<file path="config.mk">
export PLATFORM = sky130hd
export DESIGN_NAME = tga_truecolor_byte_parser_flat
export DESIGN_NICKNAME = d
export VERILOG_FILES = /design/src/sv/tgap_pkg.sv /design/src/sv/tgap_if.sv /design/src/sv/tga_truecolor_byte_parser.sv /design/src/flat_wrapper.sv
export SDC_FILE = /design/constraint.sdc
export NUM_CORES = 1
export LEC_CHECK = 0
export BUFFER_PORTS_ARGS = -buffer_cell sky130_fd_sc_hd__buf_4
export CAP_MARGIN = 20
export CORE_UTILIZATION = 55
export CTS_CLUSTER_SIZE = 14
export DETAILED_ROUTE_END_ITERATION = 10
export PLACE_DENSITY = 0.75
export SLEW_MARGIN = 20
export SYNTH_ARGS = -nofsm -noshare
export SYNTH_HDL_FRONTEND = slang
export SYNTH_SLANG_ARGS = --single-unit
</file>
<file path="constraint.sdc">
create_clock -name clk_i -period 7.1 [get_ports clk_i]
set_input_delay 1.42 -clock clk_i [delete_from_list [all_inputs] [get_ports clk_i]]
set_output_delay 1.42 -clock clk_i [all_outputs]
set_load 0.02 [all_outputs]
</file>
<file path="src/sv/tgap_pkg.sv">
// ----------------------------------------------------------------------------
// tgap_pkg
// shared types and constants of the uncompressed true-color tga byte parser
// ----------------------------------------------------------------------------
package tgap_pkg;

  // header layout
  localparam int unsigned HDR_LEN     = 18;
  localparam int unsigned HDR_IDX_W   = $clog2(HDR_LEN);
  localparam int unsigned HDR_CMAP    = 1;
  localparam int unsigned HDR_ITYPE   = 2;
  localparam int unsigned HDR_W_LO    = 12;
  localparam int unsigned HDR_W_HI    = 13;
  localparam int unsigned HDR_H_LO    = 14;
  localparam int unsigned HDR_H_HI    = 15;
  localparam int unsigned HDR_BITS    = 16;

  // accepted format codes
  localparam logic [7:0] CMAP_NONE      = 8'd0;
  localparam logic [7:0] ITYPE_TRUECOL  = 8'd2;
  localparam logic [7:0] BITS_24        = 8'd24;
  localparam logic [7:0] BITS_32        = 8'd32;
  localparam logic [7:0] ALPHA_OPAQUE   = 8'hFF;

  // a dimension is 16 bits, only values up to 32767 give pixels
  localparam int unsigned DIM_W       = 16;
  localparam int unsigned DIM_USE_W   = DIM_W - 1;
  localparam int unsigned PIX_CNT_W   = 2 * DIM_USE_W;

  typedef enum logic [2:0] {
    KIND_HEADER = 3'd0,
    KIND_PIXEL  = 3'd1,
    KIND_SHORT  = 3'd2,
    KIND_UNSUP  = 3'd3,
    KIND_TRUNC  = 3'd4
  } kind_e;

  typedef enum logic [1:0] {
    PH_HEADER = 2'd0,
    PH_PIXELS = 2'd1,
    PH_IDLE   = 2'd2
  } phase_e;

endpackage

</file>
<file path="src/sv/tgap_if.sv">
// ----------------------------------------------------------------------------
// tgap stream interfaces
// byte input channel and result output channel, valid/ready handshake
// ----------------------------------------------------------------------------
interface tgap_byte_if;
  logic       valid;
  logic       ready;
  logic [7:0] data_byte;
  logic       end_of_file;

  modport source (output valid, output data_byte, output end_of_file, input ready);
  modport sink   (input valid, input data_byte, input end_of_file, output ready);
endinterface

interface tgap_result_if;
  logic                  valid;
  logic                  ready;
  tgap_pkg::kind_e       kind;
  logic [15:0]           image_width;
  logic [15:0]           image_height;
  logic [31:0]           pixel_word;
  logic                  final_pixel;

  modport source (output valid, output kind, output image_width, output image_height,
                  output pixel_word, output final_pixel, input ready);
  modport sink   (input valid, input kind, input image_width, input image_height,
                  input pixel_word, input final_pixel, output ready);
endinterface

</file>
<file path="src/sv/tga_truecolor_byte_parser.sv">
// ----------------------------------------------------------------------------
// tga_truecolor_byte_parser
// byte-serial parser for uncompressed true-color tga files: checks the
// 18-byte header and turns the pixel data into 32-bit words
// ----------------------------------------------------------------------------
//
//  channel   | modport        | beat carries
//  ----------+----------------+----------------------------------------------
//  byte_i    | tgap_byte_if   | data_byte, end_of_file
//  result_o  | tgap_result_if | kind, image_width, image_height, pixel_word,
//            |                | final_pixel
//
//  one byte beat per cycle while byte_i.ready is high; its result (if any)
//  shows on result_o in the cycle after the beat, from the result register
//  byte_i.ready is high while the result register is empty or being drained
//  in the same cycle, so a stalled result_o holds off only the next byte
//  reset clears the phase and the byte counters; the parser then waits for
//  the first header byte
//
module tga_truecolor_byte_parser (
  input  logic                   clk_i,
  input  logic                   rst_ni,
  tgap_byte_if.sink              byte_i,
  tgap_result_if.source          result_o
);

  localparam int unsigned IdxW = tgap_pkg::HDR_IDX_W;
  localparam int unsigned CntW = tgap_pkg::PIX_CNT_W;

  // control state
  tgap_pkg::phase_e phase_q, phase_d;
  logic [IdxW-1:0]  hdr_idx_q, hdr_idx_d;
  logic [1:0]       pos_q, pos_d;          // byte position inside the pixel

  // header fields kept for the check at the last header byte
  logic [7:0]       cmap_q, itype_q, bits_q;
  logic [7:0]       w_lo_q, w_hi_q, h_lo_q, h_hi_q;

  // pixel state: format and pixel count loaded when the header is taken
  logic             bpp4_q, bpp4_d;
  logic [CntW-1:0]  pix_left_q, pix_left_d;
  logic [7:0]       asm_q [3];

  // result register
  logic             out_valid_q, out_valid_d;
  tgap_pkg::kind_e  kind_q, kind_d;
  logic [15:0]      width_q, width_d;
  logic [15:0]      height_q, height_d;
  logic [31:0]      word_q, word_d;
  logic             final_q, final_d;
  logic             has_result;

  logic             in_ready;
  logic             accept;
  logic             eof;
  logic [7:0]       din;

  // header decode
  logic [15:0]      width;
  logic [15:0]      height;
  logic             hdr_last;
  logic             unsup;
  logic             empty_img;
  logic [CntW-1:0]  pix_count;

  // pixel decode
  logic             px_last_byte;
  logic             px_last;
  logic [31:0]      px_word;

  assign in_ready     = !out_valid_q || result_o.ready;
  assign byte_i.ready = in_ready;
  assign accept       = byte_i.valid && in_ready;
  assign eof          = byte_i.end_of_file;
  assign din          = byte_i.data_byte;

  assign width     = {w_hi_q, w_lo_q};
  assign height    = {h_hi_q, h_lo_q};
  assign hdr_last  = hdr_idx_q == IdxW'(tgap_pkg::HDR_LEN - 1);
  assign unsup     = (cmap_q != tgap_pkg::CMAP_NONE) || (itype_q != tgap_pkg::ITYPE_TRUECOL)
                     || ((bits_q != tgap_pkg::BITS_24) && (bits_q != tgap_pkg::BITS_32));
  // a dimension with its top bit set counts as negative and gives no pixels
  assign empty_img = width[tgap_pkg::DIM_W-1] || height[tgap_pkg::DIM_W-1]
                     || (width == '0) || (height == '0);
  assign pix_count = CntW'(width[tgap_pkg::DIM_USE_W-1:0])
                     * CntW'(height[tgap_pkg::DIM_USE_W-1:0]);

  assign px_last_byte = bpp4_q ? (pos_q == 2'd3) : (pos_q == 2'd2);
  assign px_last      = pix_left_q == CntW'(1);
  // missing alpha byte reads as opaque
  assign px_word      = bpp4_q ? {din, asm_q[2], asm_q[1], asm_q[0]}
                               : {tgap_pkg::ALPHA_OPAQUE, din, asm_q[1], asm_q[0]};

  // next state
  always_comb begin
    phase_d    = phase_q;
    hdr_idx_d  = hdr_idx_q;
    pos_d      = pos_q;
    bpp4_d     = bpp4_q;
    pix_left_d = pix_left_q;
    if (accept) begin
      unique case (phase_q)
        tgap_pkg::PH_HEADER: begin
          if (!hdr_last) begin
            hdr_idx_d = eof ? '0 : hdr_idx_q + IdxW'(1);
          end else begin
            hdr_idx_d = '0;
            pos_d     = '0;
            if (unsup || empty_img) begin
              phase_d = eof ? tgap_pkg::PH_HEADER : tgap_pkg::PH_IDLE;
            end else if (eof) begin
              phase_d = tgap_pkg::PH_HEADER;
            end else begin
              phase_d    = tgap_pkg::PH_PIXELS;
              bpp4_d     = bits_q == tgap_pkg::BITS_32;
              pix_left_d = pix_count;
            end
          end
        end
        tgap_pkg::PH_PIXELS: begin
          if (!px_last_byte) begin
            pos_d = pos_q + 2'd1;
            if (eof) begin
              phase_d = tgap_pkg::PH_HEADER;
              pos_d   = '0;
            end
          end else begin
            pos_d      = '0;
            pix_left_d = pix_left_q - CntW'(1);
            if (px_last) begin
              phase_d = eof ? tgap_pkg::PH_HEADER : tgap_pkg::PH_IDLE;
            end else if (eof) begin
              phase_d = tgap_pkg::PH_HEADER;
            end
          end
        end
        tgap_pkg::PH_IDLE: begin
          if (eof) begin
            phase_d = tgap_pkg::PH_HEADER;
          end
        end
        default: begin
          if (eof) begin
            phase_d = tgap_pkg::PH_HEADER;
          end
        end
      endcase
    end
  end

  // result of the current beat
  always_comb begin
    has_result = 1'b0;
    kind_d     = tgap_pkg::KIND_HEADER;
    width_d    = '0;
    height_d   = '0;
    word_d     = '0;
    final_d    = 1'b0;
    unique case (phase_q)
      tgap_pkg::PH_HEADER: begin
        if (!hdr_last) begin
          has_result = eof;
          kind_d     = tgap_pkg::KIND_SHORT;
        end else begin
          has_result = 1'b1;
          if (unsup) begin
            kind_d = tgap_pkg::KIND_UNSUP;
          end else if (empty_img) begin
            kind_d   = tgap_pkg::KIND_HEADER;
            width_d  = width;
            height_d = height;
            final_d  = 1'b1;
          end else if (eof) begin
            // header fills the whole file: no pixel data at all
            kind_d = tgap_pkg::KIND_TRUNC;
          end else begin
            kind_d   = tgap_pkg::KIND_HEADER;
            width_d  = width;
            height_d = height;
          end
        end
      end
      tgap_pkg::PH_PIXELS: begin
        if (!px_last_byte) begin
          has_result = eof;
          kind_d     = tgap_pkg::KIND_TRUNC;
        end else if (px_last) begin
          has_result = 1'b1;
          kind_d     = tgap_pkg::KIND_PIXEL;
          word_d     = px_word;
          final_d    = 1'b1;
        end else if (eof) begin
          // end of file on a pixel that is not the last one
          has_result = 1'b1;
          kind_d     = tgap_pkg::KIND_TRUNC;
        end else begin
          has_result = 1'b1;
          kind_d     = tgap_pkg::KIND_PIXEL;
          word_d     = px_word;
        end
      end
      tgap_pkg::PH_IDLE: begin
        has_result = 1'b0;
      end
      default: begin
        has_result = 1'b0;
      end
    endcase
  end

  always_comb begin
    out_valid_d = out_valid_q;
    if (accept) begin
      out_valid_d = has_result;
    end else if (result_o.ready) begin
      out_valid_d = 1'b0;
    end
  end

  always_ff @(posedge clk_i or negedge rst_ni) begin
    if (!rst_ni) begin
      phase_q     <= tgap_pkg::PH_HEADER;
      hdr_idx_q   <= '0;
      pos_q       <= '0;
      out_valid_q <= 1'b0;
    end else begin
      phase_q     <= phase_d;
      hdr_idx_q   <= hdr_idx_d;
      pos_q       <= pos_d;
      out_valid_q <= out_valid_d;
    end
  end

  // header byte capture
  always_ff @(posedge clk_i) begin
    if (accept && (phase_q == tgap_pkg::PH_HEADER)) begin
      case (hdr_idx_q)
        IdxW'(tgap_pkg::HDR_CMAP):  cmap_q  <= din;
        IdxW'(tgap_pkg::HDR_ITYPE): itype_q <= din;
        IdxW'(tgap_pkg::HDR_W_LO):  w_lo_q  <= din;
        IdxW'(tgap_pkg::HDR_W_HI):  w_hi_q  <= din;
        IdxW'(tgap_pkg::HDR_H_LO):  h_lo_q  <= din;
        IdxW'(tgap_pkg::HDR_H_HI):  h_hi_q  <= din;
        IdxW'(tgap_pkg::HDR_BITS):  bits_q  <= din;
        default: ;
      endcase
    end
  end

  // pixel assembly and counters
  always_ff @(posedge clk_i) begin
    bpp4_q     <= bpp4_d;
    pix_left_q <= pix_left_d;
    if (accept && (phase_q == tgap_pkg::PH_PIXELS) && !px_last_byte) begin
      case (pos_q)
        2'd0:    asm_q[0] <= din;
        2'd1:    asm_q[1] <= din;
        2'd2:    asm_q[2] <= din;
        default: ;
      endcase
    end
  end

  // result payload
  always_ff @(posedge clk_i) begin
    if (accept && has_result) begin
      kind_q   <= kind_d;
      width_q  <= width_d;
      height_q <= height_d;
      word_q   <= word_d;
      final_q  <= final_d;
    end
  end

  assign result_o.valid        = out_valid_q;
  assign result_o.kind         = kind_q;
  assign result_o.image_width  = width_q;
  assign result_o.image_height = height_q;
  assign result_o.pixel_word   = word_q;
  assign result_o.final_pixel  = final_q;

`ifndef NO_ASSERTIONS
  // header counter only runs in the header phase
  a_idx_outside_hdr: assert property (@(posedge clk_i) disable iff (!rst_ni)
    phase_q != tgap_pkg::PH_HEADER |-> hdr_idx_q == '0)
    else $error("header counter not cleared outside the header phase");

  // pixel phase always owes at least one pixel
  a_pix_owed: assert property (@(posedge clk_i) disable iff (!rst_ni)
    phase_q == tgap_pkg::PH_PIXELS |-> pix_left_q != '0)
    else $error("pixel phase with no pixel owed");

  // a byte in the idle phase produces no result
  a_idle_silent: assert property (@(posedge clk_i) disable iff (!rst_ni)
    accept && (phase_q == tgap_pkg::PH_IDLE) |=> !out_valid_q)
    else $error("result produced from a trailing byte");

  // last byte of a file rearms the parser
  a_eof_rearm: assert property (@(posedge clk_i) disable iff (!rst_ni)
    accept && eof |=> (phase_q == tgap_pkg::PH_HEADER) && (hdr_idx_q == '0) && (pos_q == '0))
    else $error("end of file did not rearm the parser");
`endif

endmodule
</file>
<file path="src/flat_wrapper.sv">
// flat-port wrapper written by rule: the top's interface ports become plain ports
module tga_truecolor_byte_parser_flat 
  (clk_i, rst_ni, byte_i_valid, byte_i_data_byte, byte_i_end_of_file, byte_i_ready, result_o_valid, result_o_kind, result_o_image_width, result_o_image_height, result_o_pixel_word, result_o_final_pixel, result_o_ready);
  tgap_byte_if byte_i_i ();
  tgap_result_if result_o_i ();
  input  logic clk_i;
  input  logic rst_ni;
  input wire logic [$bits(byte_i_i.valid)-1:0] byte_i_valid;
  input wire logic [$bits(byte_i_i.data_byte)-1:0] byte_i_data_byte;
  input wire logic [$bits(byte_i_i.end_of_file)-1:0] byte_i_end_of_file;
  output wire logic [$bits(byte_i_i.ready)-1:0] byte_i_ready;
  output wire logic [$bits(result_o_i.valid)-1:0] result_o_valid;
  output wire logic [$bits(result_o_i.kind)-1:0] result_o_kind;
  output wire logic [$bits(result_o_i.image_width)-1:0] result_o_image_width;
  output wire logic [$bits(result_o_i.image_height)-1:0] result_o_image_height;
  output wire logic [$bits(result_o_i.pixel_word)-1:0] result_o_pixel_word;
  output wire logic [$bits(result_o_i.final_pixel)-1:0] result_o_final_pixel;
  input wire logic [$bits(result_o_i.ready)-1:0] result_o_ready;
  assign byte_i_i.valid = byte_i_valid;
  assign byte_i_i.data_byte = byte_i_data_byte;
  assign byte_i_i.end_of_file = byte_i_end_of_file;
  assign byte_i_ready = byte_i_i.ready;
  assign result_o_valid = result_o_i.valid;
  assign result_o_kind = result_o_i.kind;
  assign result_o_image_width = result_o_i.image_width;
  assign result_o_image_height = result_o_i.image_height;
  assign result_o_pixel_word = result_o_i.pixel_word;
  assign result_o_final_pixel = result_o_i.final_pixel;
  assign result_o_i.ready = result_o_ready;
  tga_truecolor_byte_parser u_core (.clk_i(clk_i), .rst_ni(rst_ni), .byte_i(byte_i_i), .result_o(result_o_i));
endmodule
</file>
==> flow_summary.toml, run 1 <==
[sta]
finalHoldViolCount = 0
worst-slew-pin-transition_ns = 1.13
skew_ns = 0.0277
max_clock_freq_mhz = 155
total_count_of_max_transition_violations_in_the_final_report = 0
timing.final.crit_share_pct = 90.9
tns_ns = 0
finalSetupViolCount = 0
fin_hold_ws_ns = 0.514
rsz0062_at_grt = "false"
period_needed_ns = 6.45
slew_headroom_pct = 24.5

[min_path]
worstHoldStart = "u_core.asm_q[0][2]"
timing.hold.worst_path_depth = 1
worst_hold_check_path_type = "flop to flop"
hold_end = "u_core.result_o.pixel_word[2]"

[clocking]
htreeDepth = 4
clock_tree.buffer_depth = 2
clock_sinks = 189
ctsHoldBuffers = 0
cts.root.buffer_cell = "sky130_fd_sc_hd__clkbuf_16"
insertion_delay_ns = 0.47
cts.repair.resized = 0
buffers_inserted_by_post_cts_timing_repair = 0
clk_pin_slew_ns = 0.09
tritoncts = "built"
cts_made_buffers = 17

[synthesis]
synth.lib_cells_used.distinct = 70
syn-cell-area_mm2 = 0.0155
synth-main-ff-cell = "sky130_fd_sc_hd__edfxtp_1"
yosysSeqAreaShare_pct = 36.2
number_of_synthesis_warnings = 0
syn_inst = 1444
yosysTopAreaCell = "sky130_fd_sc_hd__edfxtp_1"
syn-num-nets = 1729
synth_largest_type_area_fraction_pct = 34.6
avgSynthCellArea_um2 = 10.8
netlist_top_cells_area = "sky130_fd_sc_hd__edfxtp_1 (35%), sky130_fd_sc_hd__fa_1 (22%), sky130_fd_sc_hd__ha_1 (8.5%), sky130_fd_sc_hd__and2_1 (7.2%), sky130_fd_sc_hd__inv_1 (5.3%)"
postSynthRegisterBits = 189
async_reset_ff_share_pct = 5.29
synth-edff-count = 179

[worst_setup_path]
critical_path.reg2reg.startpoint = "u_core.w_hi_q[4]"
cell_family_contributing_the_most_delay_on_the_critical_path = "adder cells"
start_kind = "flop"
worst_path_max_delay_cell = "sky130_fd_sc_hd__edfxtp_1"
worst_r2r_path_depth = 17
worst_path_most_repeated_cell = "sky130_fd_sc_hd__fa_1"
ff2ff_setup_slack_ns = 0.65
cp_num_buf_inv = 4
worstPathCellList = "and2_1, fa_1, inv_1, fa_1, inv_1, fa_1, fa_1, fa_1, inv_1, fa_1, inv_1, ha_1, nand4_1, or4b_2, o41ai_1, o41a_1, nand2_1"
setup.worst_path.end_class = "flop"
timing.critical_path.required_ns = 7.32
worstPathMaxFanout = 17
cp_data_arrival_time_ns = 6.67
criticalPathCategory = "flop to flop"
worstReg2RegEnd = "u_core.pix_left_q[29]"
slowest_delay_ns = 0.72

[layout]
insertedDiodeCount = 0
final_nets = 1786
multi_input_area_mm2 = 0.00883
area.sequential_mm2 = 0.00563
design_area_mm2 = 0.0171
final_common_cell = "sky130_fd_sc_hd__inv_1"
layout-drive-gt1-share_pct = 10.9
commonest_non_fill_non_tap_cells_in_the_layout = "sky130_fd_sc_hd__inv_1 (217), sky130_fd_sc_hd__and2_1 (180), sky130_fd_sc_hd__edfxtp_1 (179)"
layout-area-overhead-vs-synth_pct = 10.3
final.fill_count = 2225

[flow_run]
cap_viol_max_count = 0

[global_routing]
globalRouteOverflowTotal = 0
first_global_vias = 10600
global_route_wire_length_before_repair_um = 56700
grt_start_max_net_pins = 69
grtUsageTotal_pct = 25.9
initial_antenna_violation_count = 0

[floorplanning]
die_area_mm2 = 0.0289
initial_utilization_pct = 55.9
die_height_um = 170
coreArea_mm2 = 0.0278
io-pin-count = 83
site_row_count = 61
die_width_um = 170

[routing]
drt_pre_antenna_iters = 5
drtIter0Drc = 926
routed_via_density = 5.69
postRouteWirelength_um = 35800
remaining_drc_errors = 0
wire_per_inst_um = 18.9
drt.antenna.violating_nets = 0
vias = 10800

[power]
ir_worst_vdd_mv = 0.162
p_leak_nw = 7.46
design_power_total_mw = 2.52
power.density_mw_per_mm2 = 147

[place]
placed_instance_area_mm2 = 0.0165
number_of_buffers_inserted_by_port_buffering = 82
placed_wire_length_estimate_um = 25800
place_congestion = 0.916

[run_status]
run_status = "finished, final reports clean"
registers in the layout, indices dropped and copies added (netlist names), 16 cells and up:
signal / count
u_core.result_o.pixel_word: 32
u_core.pix_left_q: 30
u_core.asm_q: 24
u_core.result_o.image_height: 16
u_core.result_o.image_width: 16
worst reg2reg max path, cell delays in order (launching register included):
cell	delay, ns
sky130_fd_sc_hd__edfxtp_1	0.72
sky130_fd_sc_hd__and2_1	0.31
sky130_fd_sc_hd__fa_1	0.54
sky130_fd_sc_hd__inv_1	0.06
sky130_fd_sc_hd__fa_1	0.52
sky130_fd_sc_hd__inv_1	0.05
sky130_fd_sc_hd__fa_1	0.49
sky130_fd_sc_hd__fa_1	0.50
sky130_fd_sc_hd__fa_1	0.49
sky130_fd_sc_hd__inv_1	0.05
sky130_fd_sc_hd__fa_1	0.50
sky130_fd_sc_hd__inv_1	0.05
sky130_fd_sc_hd__ha_1	0.42
sky130_fd_sc_hd__nand4_1	0.16
sky130_fd_sc_hd__or4b_2	0.69
sky130_fd_sc_hd__o41ai_1	0.44
sky130_fd_sc_hd__o41a_1	0.20
sky130_fd_sc_hd__nand2_1	0.04
cells by family after synthesis:
logic type / share of synthesized area [%]
AND/OR/NAND/NOR: 17.5
buffers and inverters: 7.11
adder cells (fa/ha/maj): 30.0
flip-flops: 36.2
AO/OA/AOI/OAI: 5.54
XOR/XNOR: 2.76
multiplexers: 0.910
routing by layer:
metal / global-route usage (%) / vias to the layer above / routed length (µm) / part of all wire (%)
li1: - / 4823 / - / -
met1: 34.5 / 5337 / 14300 / 40
met2: 42.3 / 517 / 17500 / 49
met3: 3.74 / 90 / 2590 / 7.2
met4: 11.2 / 0 / 1350 / 3.8
met5: 0 / - / 0 / 0
synth_stat cells, drive strengths merged (3+ instances only):
cell / number
xnor2: 23
fa: 167
a31o: 3
nand4b: 3
xor2: 26
buf: 8
o22ai: 6
nand3: 14
dfrtp: 10
or4: 3
inv: 218
nor4: 16
nand2: 140
nor3b: 4
and2: 181
o21ai: 37
a31oi: 9
mux2i: 13
nand4: 16
nand2b: 6
clkbuf: 53
ha: 105
and3: 11
or3: 3
nor2: 73
nor3: 17
a211oi: 6
a21oi: 50
nor2b: 5
a21o: 7
edfxtp: 179
where the power goes:
part           total [mW]  internal [mW]  switching (mW)  leakage [nW]
registers            1.28           1.26          0.0219          1.78
logic               0.163         0.0558           0.108          5.36
clock network        1.07          0.499           0.575         0.310
area by class of cell:
class	instances	share of cell area, %
Clock inverter	15	1.27
Clock buffer	17	2.48
Tap cell	378	2.76
Sequential cell	189	32.8
Timing Repair Buffer	99	4.34
Inverter	218	4.78
Multi-Input combinational cell	976	51.5
metrics by stage:
| stage | setup slack [ns] | std cells | util, % |
|---|---|---|---|
| after floorplan | 1.09 | 1444 | - |
| after global placement | 0.706 | 1860 | 59.3 |
| after detailed placement | 0.660 | 1860 | 59.3 |
| after CTS | 0.663 | 1892 | 61.6 |
| after global routing | 0.351 | 1892 | 61.7 |
| final | 0.648 | 1892 | 61.7 |
worst max path at each step:
stage | start | to | slack [ns] | cells after the start
after detailed placement | u_core.w_hi_q[4] | u_core.pix_left_q[29] | 0.66 | 17
after CTS | u_core.w_hi_q[4] | u_core.pix_left_q[29] | 0.66 | 17
after global placement | u_core.w_hi_q[4] | u_core.pix_left_q[29] | 0.71 | 17
after floorplan | u_core.h_lo_q[0] | u_core.pix_left_q[29] | 1.09 | 19
final | u_core.w_hi_q[4] | u_core.pix_left_q[29] | 0.65 | 17
after global routing | u_core.w_hi_q[4] | u_core.pix_left_q[29] | 0.35 | 17
Power figures use the tool's default switching activity.
==> run 2: changes to the inputs <==
--- a/config.mk
+++ b/config.mk
@@ -10,6 +10,7 @@
 export CORE_UTILIZATION = 55
 export CTS_CLUSTER_SIZE = 14
 export DETAILED_ROUTE_END_ITERATION = 10
+export GPL_TIMING_DRIVEN = 0
 export PLACE_DENSITY = 0.75
 export SLEW_MARGIN = 20
 export SYNTH_ARGS = -nofsm -noshare
==> flow_summary.toml, run 2 (synthesized netlist as in run 1, its figures left out) <==
[floorplanning]
io-pin-count = 83
die_width_um = 170
coreArea_mm2 = 0.0278
initial_utilization_pct = 55.9
site_row_count = 61
die_area_mm2 = 0.0289
die_height_um = 170

[sta]
finalHoldViolCount = 0
timing.final.crit_share_pct = 97.9
skew_ns = 0.0248
tns_ns = 0
max_clock_freq_mhz = 144
worst-slew-pin-transition_ns = 0.932
finalSetupViolCount = 0
rsz0062_at_grt = "true"
slew_headroom_pct = 37.6
period_needed_ns = 6.95
total_count_of_max_transition_violations_in_the_final_report = 0

[run_status]
run_status = "finished, final reports clean"

[worst_setup_path]
worst_path_max_delay_cell = "sky130_fd_sc_hd__or4b_2"
worstReg2RegEnd = "u_core.pix_left_q[29]"
setup.worst_path.end_class = "flop"
cp_data_arrival_time_ns = 7.16
cp_num_buf_inv = 6
critical_path.reg2reg.startpoint = "u_core.w_hi_q[0]"
worst_r2r_path_depth = 19
slowest_delay_ns = 0.74
timing.critical_path.required_ns = 7.31
start_kind = "flop"
worstPathCellList = "clkbuf_1, and2_1, fa_1, inv_1, fa_1, inv_1, fa_1, fa_1, fa_1, inv_1, fa_1, inv_1, ha_1, clkbuf_1, nand4_1, or4b_2, o41ai_1, o41a_1, nand2_1"
ff2ff_setup_slack_ns = 0.15
criticalPathCategory = "flop to flop"
cell_family_contributing_the_most_delay_on_the_critical_path = "adder cells"
worst_path_most_repeated_cell = "sky130_fd_sc_hd__fa_1"
worstPathMaxFanout = 10

[layout]
layout-area-overhead-vs-synth_pct = 11.4
finalNonFillerCells = 1939
final_nets = 1833
design_area_mm2 = 0.0173
final_common_cell = "sky130_fd_sc_hd__inv_1"
commonest_non_fill_non_tap_cells_in_the_layout = "sky130_fd_sc_hd__inv_1 (217), sky130_fd_sc_hd__and2_1 (180), sky130_fd_sc_hd__edfxtp_1 (179)"
insertedDiodeCount = 0
largest_register_ffs = 32
layout-drive-gt1-share_pct = 10.5

[power]
power.switching_uw = 664
switching_portion_of_total_power_pct = 27.0
internal-power_mw = 1.79
clock_power_share_pct = 41.1
pwr-share-comb_pct = 6.8
ir_worst_vdd_mv = 0.120
power.density_mw_per_mm2 = 142
p_leak_nw = 7.50
seq_power_share_pct = 52.1

[place]
number_of_buffers_inserted_by_port_buffering = 81
placed_wire_length_estimate_um = 28200
placed_instance_area_mm2 = 0.0167
place_congestion = 0.952
placedCellCount = 1908

[global_routing]
first_global_vias = 11000
globalRouteOverflowTotal = 0
initial_antenna_violation_count = 0
grtUsageTotal_pct = 26.9
global_route_wire_length_before_repair_um = 58900
grt_start_max_net_pins = 63

[routing]
postRouteWirelength_um = 37300
vias = 11000
remaining_drc_errors = 0
drt.antenna.violating_nets = 0
drtIter0Drc = 885
drt_pre_antenna_iters = 5
wire_per_inst_um = 19.2
routed_via_density = 5.66

[clocking]
cts_made_buffers = 17
clock_tree.buffer_depth = 2
buffers_inserted_by_post_cts_timing_repair = 0
clk_pin_slew_ns = 0.08
tritoncts = "built"
htreeDepth = 4
ctsHoldBuffers = 0
insertion_delay_ns = 0.45
cts.repair.resized = 0
clock_sinks = 189
cts.root.buffer_cell = "sky130_fd_sc_hd__clkbuf_16"

[min_path]
worstHoldStart = "u_core.asm_q[0][13]"
hold_end = "u_core.result_o.pixel_word[13]"
worst_hold_check_path_type = "flop to flop"
timing.hold.worst_path_depth = 1

[flow_run]
cap_viol_max_count = 0
==> run 2: changes by cell type in the layout (fill, tap and decap cells not counted), moves of 2 or more <==
cell,before,now
sky130_fd_sc_hd__clkbuf_1,0,49
sky130_fd_sc_hd__buf_4,99,84
sky130_fd_sc_hd__buf_6,0,4
sky130_fd_sc_hd__inv_12,4,0
sky130_fd_sc_hd__buf_2,0,2
sky130_fd_sc_hd__clkbuf_2,0,2
sky130_fd_sc_hd__clkinv_4,0,2
sky130_fd_sc_hd__nor4_1,16,14
sky130_fd_sc_hd__nor4_2,0,2
==> run 2: routing by layer <==
layer | track usage (%) | part of all wire (%)
met5 | 0 | 0
met2 | 42.9 | 47
met1 | 35.8 | 41
met4 | 12.7 | 4.5
met3 | 4.88 | 7.1
==> run 2: worst max-delay path by stage <==
stage                           from               endpoint  cells after the start
floorplan           u_core.h_lo_q[0]  u_core.pix_left_q[29]                     19
global placement    u_core.h_hi_q[0]  u_core.pix_left_q[29]                     19
detailed placement  u_core.h_hi_q[0]  u_core.pix_left_q[29]                     19
CTS                 u_core.h_hi_q[0]  u_core.pix_left_q[29]                     19
global route        u_core.h_lo_q[7]  u_core.pix_left_q[29]                     19
finish              u_core.w_hi_q[0]  u_core.pix_left_q[29]                     19
==> run 2: area by class of cell <==
type | instances | area, µm²
multi-input combinational | 976 | 8840
tap | 378 | 473
clock buffer | 17 | 425
timing repair buffer | 86 | 674
buffer | 60 | 285
fill | 2252 | 10500
sequential | 189 | 5630
inverter | 218 | 821
clock inverter | 15 | 165
==> run 2: metrics by stage <==
stage / util (%) / power (mW) / hold slack (ns) / setup slack (ns)
after global placement: 59.8 / 1.46 / 0.499 / 0.159
after CTS: 62.3 / 2.46 / 0.517 / 0.102
after detailed placement: 60.2 / 1.47 / 0.503 / 0.139
after global routing: 62.3 / 2.51 / 0.530 / -0.0751
final: 62.3 / 2.46 / 0.515 / 0.151
after floorplan: - / 1.39 / 0.497 / 1.09
==> run 2: power groups by stage <==
stage | logic [mW] | registers (mW) | clock network, mW
2_1_floorplan | 0.0599 | 1.33 | 0
3_3_place_gp | 0.158 | 1.31 | 0
3_5_place_dp | 0.168 | 1.30 | 0
4_1_cts | 0.169 | 1.28 | 1.01
5_1_grt | 0.182 | 1.28 | 1.04
6_report | 0.168 | 1.28 | 1.01
